`src/aais_pkg.sv`:
```
package aais_pkg;

  localparam int unsigned MAX_SOURCE_WIDTH  = 256;
  localparam int unsigned MAX_SOURCE_HEIGHT = 256;
  localparam int unsigned MAX_SCREEN_WIDTH  = 320;
  localparam int unsigned MAX_SCREEN_HEIGHT = 240;

  localparam int unsigned DIV_W   = 64;
  localparam int unsigned WSUM_W  = 48;
  localparam int unsigned CSUM_W  = 56;
  localparam int unsigned FX_W    = 25;
  localparam int unsigned EDGE_W  = 26;
  localparam int unsigned IDX_W   = 10;
  localparam int unsigned COV_W   = 17;

  localparam logic [1:0] FIT_LETTERBOX = 2'd1;
  localparam logic [1:0] FIT_CENTRE    = 2'd2;

  localparam logic [2:0] REG_SOURCE_WIDTH  = 3'd0;
  localparam logic [2:0] REG_SOURCE_HEIGHT = 3'd1;
  localparam logic [2:0] REG_SCREEN_WIDTH  = 3'd2;
  localparam logic [2:0] REG_SCREEN_HEIGHT = 3'd3;
  localparam logic [2:0] REG_FIT_MODE      = 3'd4;
  localparam logic [2:0] REG_BRIGHTNESS    = 3'd5;

  localparam logic OP_LOAD   = 1'b0;
  localparam logic OP_RENDER = 1'b1;

  localparam logic [6:0] BRIGHT_MIN = 7'd10;
  localparam logic [6:0] BRIGHT_MAX = 7'd100;

  typedef enum logic [3:0] {
    ST_IDLE,
    ST_FIT,
    ST_FIT_DIV,
    ST_FIT_WAIT,
    ST_PLACE,
    ST_CHECK,
    ST_EDGE,
    ST_EDGE_WAIT,
    ST_SPAN,
    ST_RD,
    ST_WGT,
    ST_ACC,
    ST_SUM,
    ST_CH,
    ST_CH_WAIT
  } state_e;

endpackage

```
`src/aais_div.sv`:
```
module aais_div #(
  parameter int unsigned W = aais_pkg::DIV_W
) (
  input  logic         clk_i,
  input  logic         rst_ni,
  input  logic         start_i,
  input  logic [W-1:0] num_i,
  input  logic [W-1:0] den_i,
  output logic         done_o,
  output logic [W-1:0] quo_o
);

  localparam int unsigned CW = $clog2(W + 1);

  logic [W-1:0]  rem_q, rem_d;
  logic [W-1:0]  quo_q, quo_d;
  logic [W-1:0]  den_q, den_d;
  logic [CW-1:0] cnt_q, cnt_d;
  logic          busy_q, busy_d;
  logic          done_q, done_d;
  logic [W:0]    trial;
  logic          fits;

  assign trial = {rem_q, quo_q[W-1]};
  assign fits  = trial >= {1'b0, den_q};

  always_comb begin
    rem_d  = rem_q;
    quo_d  = quo_q;
    den_d  = den_q;
    cnt_d  = cnt_q;
    busy_d = busy_q;
    done_d = 1'b0;
    if (start_i) begin
      rem_d  = '0;
      quo_d  = num_i;
      den_d  = den_i;
      cnt_d  = CW'(W);
      busy_d = 1'b1;
    end else if (busy_q) begin
      rem_d = fits ? W'(trial - {1'b0, den_q}) : W'(trial);
      quo_d = {quo_q[W-2:0], fits};
      cnt_d = cnt_q - 1'b1;
      if (cnt_q == CW'(1)) begin
        busy_d = 1'b0;
        done_d = 1'b1;
      end
    end
  end

  always_ff @(posedge clk_i or negedge rst_ni) begin
    if (!rst_ni) begin
      busy_q <= 1'b0;
      done_q <= 1'b0;
      cnt_q  <= '0;
    end else begin
      busy_q <= busy_d;
      done_q <= done_d;
      cnt_q  <= cnt_d;
    end
  end

  always_ff @(posedge clk_i) begin
    rem_q <= rem_d;
    quo_q <= quo_d;
    den_q <= den_d;
  end

  assign done_o = done_q;
  assign quo_o  = quo_q;

endmodule

```
`config.mk`:
```
export PLATFORM = sky130hd
export DESIGN_NAME = aais_div
export DESIGN_NICKNAME = d
export VERILOG_FILES = /design/src/aais_pkg.sv /design/src/aais_div.sv
export SDC_FILE = /design/constraint.sdc
export NUM_CORES = 1
export LEC_CHECK = 0
export ABC_AREA = 1
export ABC_CLOCK_PERIOD_IN_PS = 4980
export CAP_MARGIN = 20
export CORE_MARGIN = 2
export CORE_UTILIZATION = 45
export CTS_CLUSTER_SIZE = 25
export DETAILED_ROUTE_END_ITERATION = 6
export DONT_BUFFER_PORTS = 1
export PLACE_DENSITY_LB_ADDON = 0.3
export SYNTH_ARGS = -nofsm -noshare
export SYNTH_HDL_FRONTEND = slang
export SYNTH_SLANG_ARGS = --single-unit
export TNS_END_PERCENT = 1
```
`constraint.sdc`:
```
create_clock -name clk_i -period 4.98 [get_ports clk_i]
set_input_delay 0.249 -clock clk_i [delete_from_list [all_inputs] [get_ports clk_i]]
set_output_delay 0.249 -clock clk_i [all_outputs]
set_load 0.01 [all_outputs]
```
Word level (Yosys, flattened, before mapping):

Cells that the tools add are included.

* add/subtract/negate cells: 2
* order comparisons: 1
* equal/unequal tests: 1
* muxes and demuxes: 11
* reductions and logical operators: 1

Operators by type and width (number)
* two-way mux 64 bit: 3
* >= comparator 65 x 64 -> 1 bit: 1
* subtractor 64 bit: 1
* two-way mux 7 bit: 2
* equality test 7 x 1 -> 1 bit (second input constant): 1
* subtractor 7 x 1 -> 7 bit (second input constant): 1
* two-way mux 1 bit: 6
* nonzero test 2 bit: 1

* register bits: 201
* output and inout port bits: 65
* logic and storage cells: 22

Logic depth before layout (Yosys ltp):

* depth after elaboration: 4
* depth in mapped cells: 19
* depth with buffers taken out: 18

Worst setup path after synthesis:

OpenSTA, ideal clock, no wires.

* path kind: register to register
* start: register busy_q
* end: register quo_q[0] (netlist: quo_o[0]), enable pin
* data arrival time: 2.455 ns
* required time: 4.526 ns
* setup slack: 2.071 ns
* cell stages (with the launch flop): 4
* path through: dfrtp_1 > nor2_1 > inv_1 > clkbuf_1

* cells in the longest elaborated chain, start to end: 1

RTL lines
* start: declaration: line aais_div.sv:19 `logic busy_q, busy_d;`
* start signal: assignment: line aais_div.sv:57 `busy_q <= busy_d;`
* nonzero test 2 bit (no line)
* end signal: assignment: line aais_div.sv:65 `quo_q <= quo_d;`
* end: declaration: line aais_div.sv:16 `logic [W-1:0] quo_q, quo_d;`

No other way between the ends.
A chain may end at the register's enable or synchronous reset.

Worst setup path after layout:

* start: register den_q[7]
* end: register quo_q[0] (netlist: quo_o[0]), data pin

* cells in the longest elaborated chain, start to end: 3

RTL lines
* start: declaration: line aais_div.sv:17 `logic [W-1:0] den_q, den_d;`
* start signal: assignment: line aais_div.sv:66 `den_q <= den_d;`
* >= comparator 65 x 64 -> 1 bit: line aais_div.sv:25 `assign fits = trial >= {1'b0, den_q};`
* two-way mux 64 bit: line aais_div.sv:40 `end else if (busy_q) begin`
* two-way mux 64 bit: line aais_div.sv:34 `if (start_i) begin`
* named net quo_d[0]: line aais_div.sv:16

The timed path passes the listed nets, and every way through them passes these cells. The select of a mux whose other input is x is not followed.

==> metrics.csv <==
stage;metric;value;unit
sta;rsz0062_at_grt;no;
yosys;synth_top_area_cell;edfxtp_1;
sta;hold_viol;0;
floorplanning;initial_core_util;45.6;%
outcome;status;complete, no violations;
yosys;synth_area_leaders;edfxtp_1 27%, nand2_1 24%, inv_1 12%, dfxtp_1 8.9%, ha_1 5.8%;
routing;ant_nets;0;
clock_network;numCtsBuffers;24;
yosys;syn_area;14300;um^2
grt;grt_pass1_vias;13100;
routing;drt_iter0_drc;963;
finish;layout_common_cells;908 x nand2_1, 442 x inv_1, 152 x nand3_1;
floorplanning;rows;65;
sta;timing.final.max_slew_violations;0;
critical_path;cp-end-kind;register;
clock_network;clk_latency;0.55;ns
critical_path;arrival;3.31;ns
grt;grt_pass1_wl;69700;um
yosys;ys_seq_area_share;37.3;%
floorplanning;core;31500;um^2
routing;drcViolationCount;0;
yosys;synth_top_area_share;26.8;%
grt;use_met3;3.67;%
yosys;syn_nets;2381;
critical_path;cp-start-kind;register;
pwr;power.leakage;8.97;nW
sta;slew_headroom;40.7;%
finish;regArea;5350;um^2
clock_network;tritoncts;built;
floorplanning;die_h;183;um
finish;final_common_cell;nand2_1;
grt;grt-busiest-layer;met2;
finish;area_growth;17.1;%
min_path;hold_class;in -> reg;
routing;vias_per_cell;4.97;
routing;wl;44200;um
clock_network;clk_path_buf_depth;3;
yosys;yosysUniqueCellTypes;39;
clock_network;h-tree-depth;1;
critical_path;critPathMaxFanout;65;
finish;multiInputGateArea;7010;um^2
run;cap_violations;0;
clock_network;clock-root-buffer;clkbuf_16;
grt;use_met1;34.8;%
floorplanning;fp.dieW;183;um
floorplanning;ioPinCount;196;
pwr;p_per_area;262;nW/um^2
clock_network;path_clk_slew;0.06;ns
yosys;synth_seq_cells;201;
routing;drt_first_pass_iters;5;
finish;n_fill_cell;3118;
clock_network;cts.sinks;201;
grt;grt_util_met2;44.9;%
yosys;ys_warn_count;0;
pwr;ir_drop;0.249;mV
sta;fmax;326;MHz
grt;grt_max_degree;124;
grt;antenna_found_initial;2;
finish;layout.nets;2494;
sta;period_share;61.6;%
place;routabilityCongestion;1.03;
place;io_buffer_count;0;
sta;worstMarginPinSlew;0.889;ns
finish;drive_gt1_share;3.63;%
sta;setup_viol;0;
grt;overflow;0;
yosys;syn_avg_cell_area;6.57;um^2
sta;tns;0;ns
yosys;synth_cells;2183;
critical_path;required;5.22;ns
sta;worst_clock_skew;0.0303;ns
clock_network;cts_resized;0;
critical_path;path_class;reg -> reg;
pwr;fin_total_pwr;4.41;mW
floorplanning;dieArea;33300;um^2
finish;n_antenna_cell;0;
grt;grtUsageTotal;26.4;%
sta;finalCriticalPeriod;3.07;ns
routing;wire_per_inst;16.3;um
routing;vias;13500;
place;dpl.hpwl;32800;um
## cells by family after synthesis
| family | synth area share (%) |
|---|---|
| xor+xnor | 1.89 |
| buf+inv | 13.8 |
| fa+ha+maj | 5.90 |
| compound gates | 4.38 |
| flops | 37.3 |
| simple gates | 36.7 |
## per-layer routing
| layer | up-vias | wire (um) |
|---|---|---|
| li1 | 6907 | - |
| met1 | 6081 | 20100 |
| met2 | 436 | 19900 |
| met3 | 63 | 2630 |
| met4 | 0 | 1490 |
| met5 | - | 0 |
## where the power goes
group,total [mW],internal (mW),switching [mW]
registers,2.01,1.91,0.102
clock network,1.85,1.14,0.718
logic,0.544,0.213,0.331
## worst paths after layout
| kind | slack, ns | from | cells past startpoint | endpoint |
|---|---|---|---|---|
| max | 1.91 | den_q[7]$_DFFE_PP_ | 15 | quo_o[0]$_DFFE_PP_ |
| min | 0.03 | num_i[0] | 2 | quo_o[0]$_DFFE_PP_ |
| max reg2reg | 1.91 | den_q[7]$_DFFE_PP_ | 15 | quo_o[0]$_DFFE_PP_ |
| min reg2reg | 0.47 | rem_q[44]$_SDFFE_PP0P_ | 2 | rem_q[44]$_SDFFE_PP0P_ |
| max in group asynchronous | 4.60 | rst_ni | 1 | busy_q$_DFF_PN0_ |
| min in group asynchronous | 0.08 | rst_ni | 1 | cnt_q[2]$_DFFE_PN0P_ |
## worst max-delay path, cell delays in order (launching register included)
cell and delay [ns]:
edfxtp_1 0.36, inv_1 0.07, ha_1 0.27, nand2_2 0.14
inv_1 0.05, nand2_1 0.05, nand2_1 0.07, inv_2 0.06
nand3_2 0.14, nand2_1 0.11, nand2_2 0.12, nand2_1 0.18
nand2_2 0.13, nand2_2 0.11, buf_4 0.55, a31oi_1 0.24
## area by class of cell
class | count | area share (%)
repair buffers | 135 | 8.18
clock buffers | 32 | 3.88
multi-input cells | 1482 | 41.8
clock inverters | 12 | 1.16
well taps | 402 | 3.00
flip-flops and latches | 201 | 31.9
inverters | 452 | 10.1
## state kept, by name, indices dropped and copies added (netlist names)
register and cells:
den_q 64, quo_o 64, rem_q 64, cnt_q 7
busy_q 1, done_o 1
## cells in the mapped netlist (all sizes together)
library cell and count:
nand3b 35, o21ai 46, buf 23, or2 1, clkbuf 25, nand3 153, a31oi 1, a21oi 56
o21bai 9, edfxtp 128, o22ai 1, xor2 2, a21o 3, nor2 123, clkinv 1, nand2 918
xnor2 29, a21boi 1, dfxtp 64, nand4 18, fa 1, inv 451, nor4 2, and2 4
nor3 12, dfrtp 9, ha 66, and3 1
## stage by stage
step                std cells  util, %  hold WS (ns)  area (um^2)  worst slack (ns)
CTS                      2715     53.2        0.0162        16800              1.96
finish                   2716     53.3        0.0308        16800              1.91
floorplan                2183        -       -0.0466        14300              2.07
global placement         2542     46.4       -0.0461        14600              1.94
global route             2716     53.3        0.0262        16800              1.75
detailed placement       2542     46.4       -0.0461        14600              1.96
## timing repair
| action | CTS | global route |
|---|---|---|
| hold endpoints to repair | 199 | 0 |
| hold buffers | 129 | 0 |
| setup buffers | 0 | 0 |
Note: power is estimated with default switching activity, not from simulation.
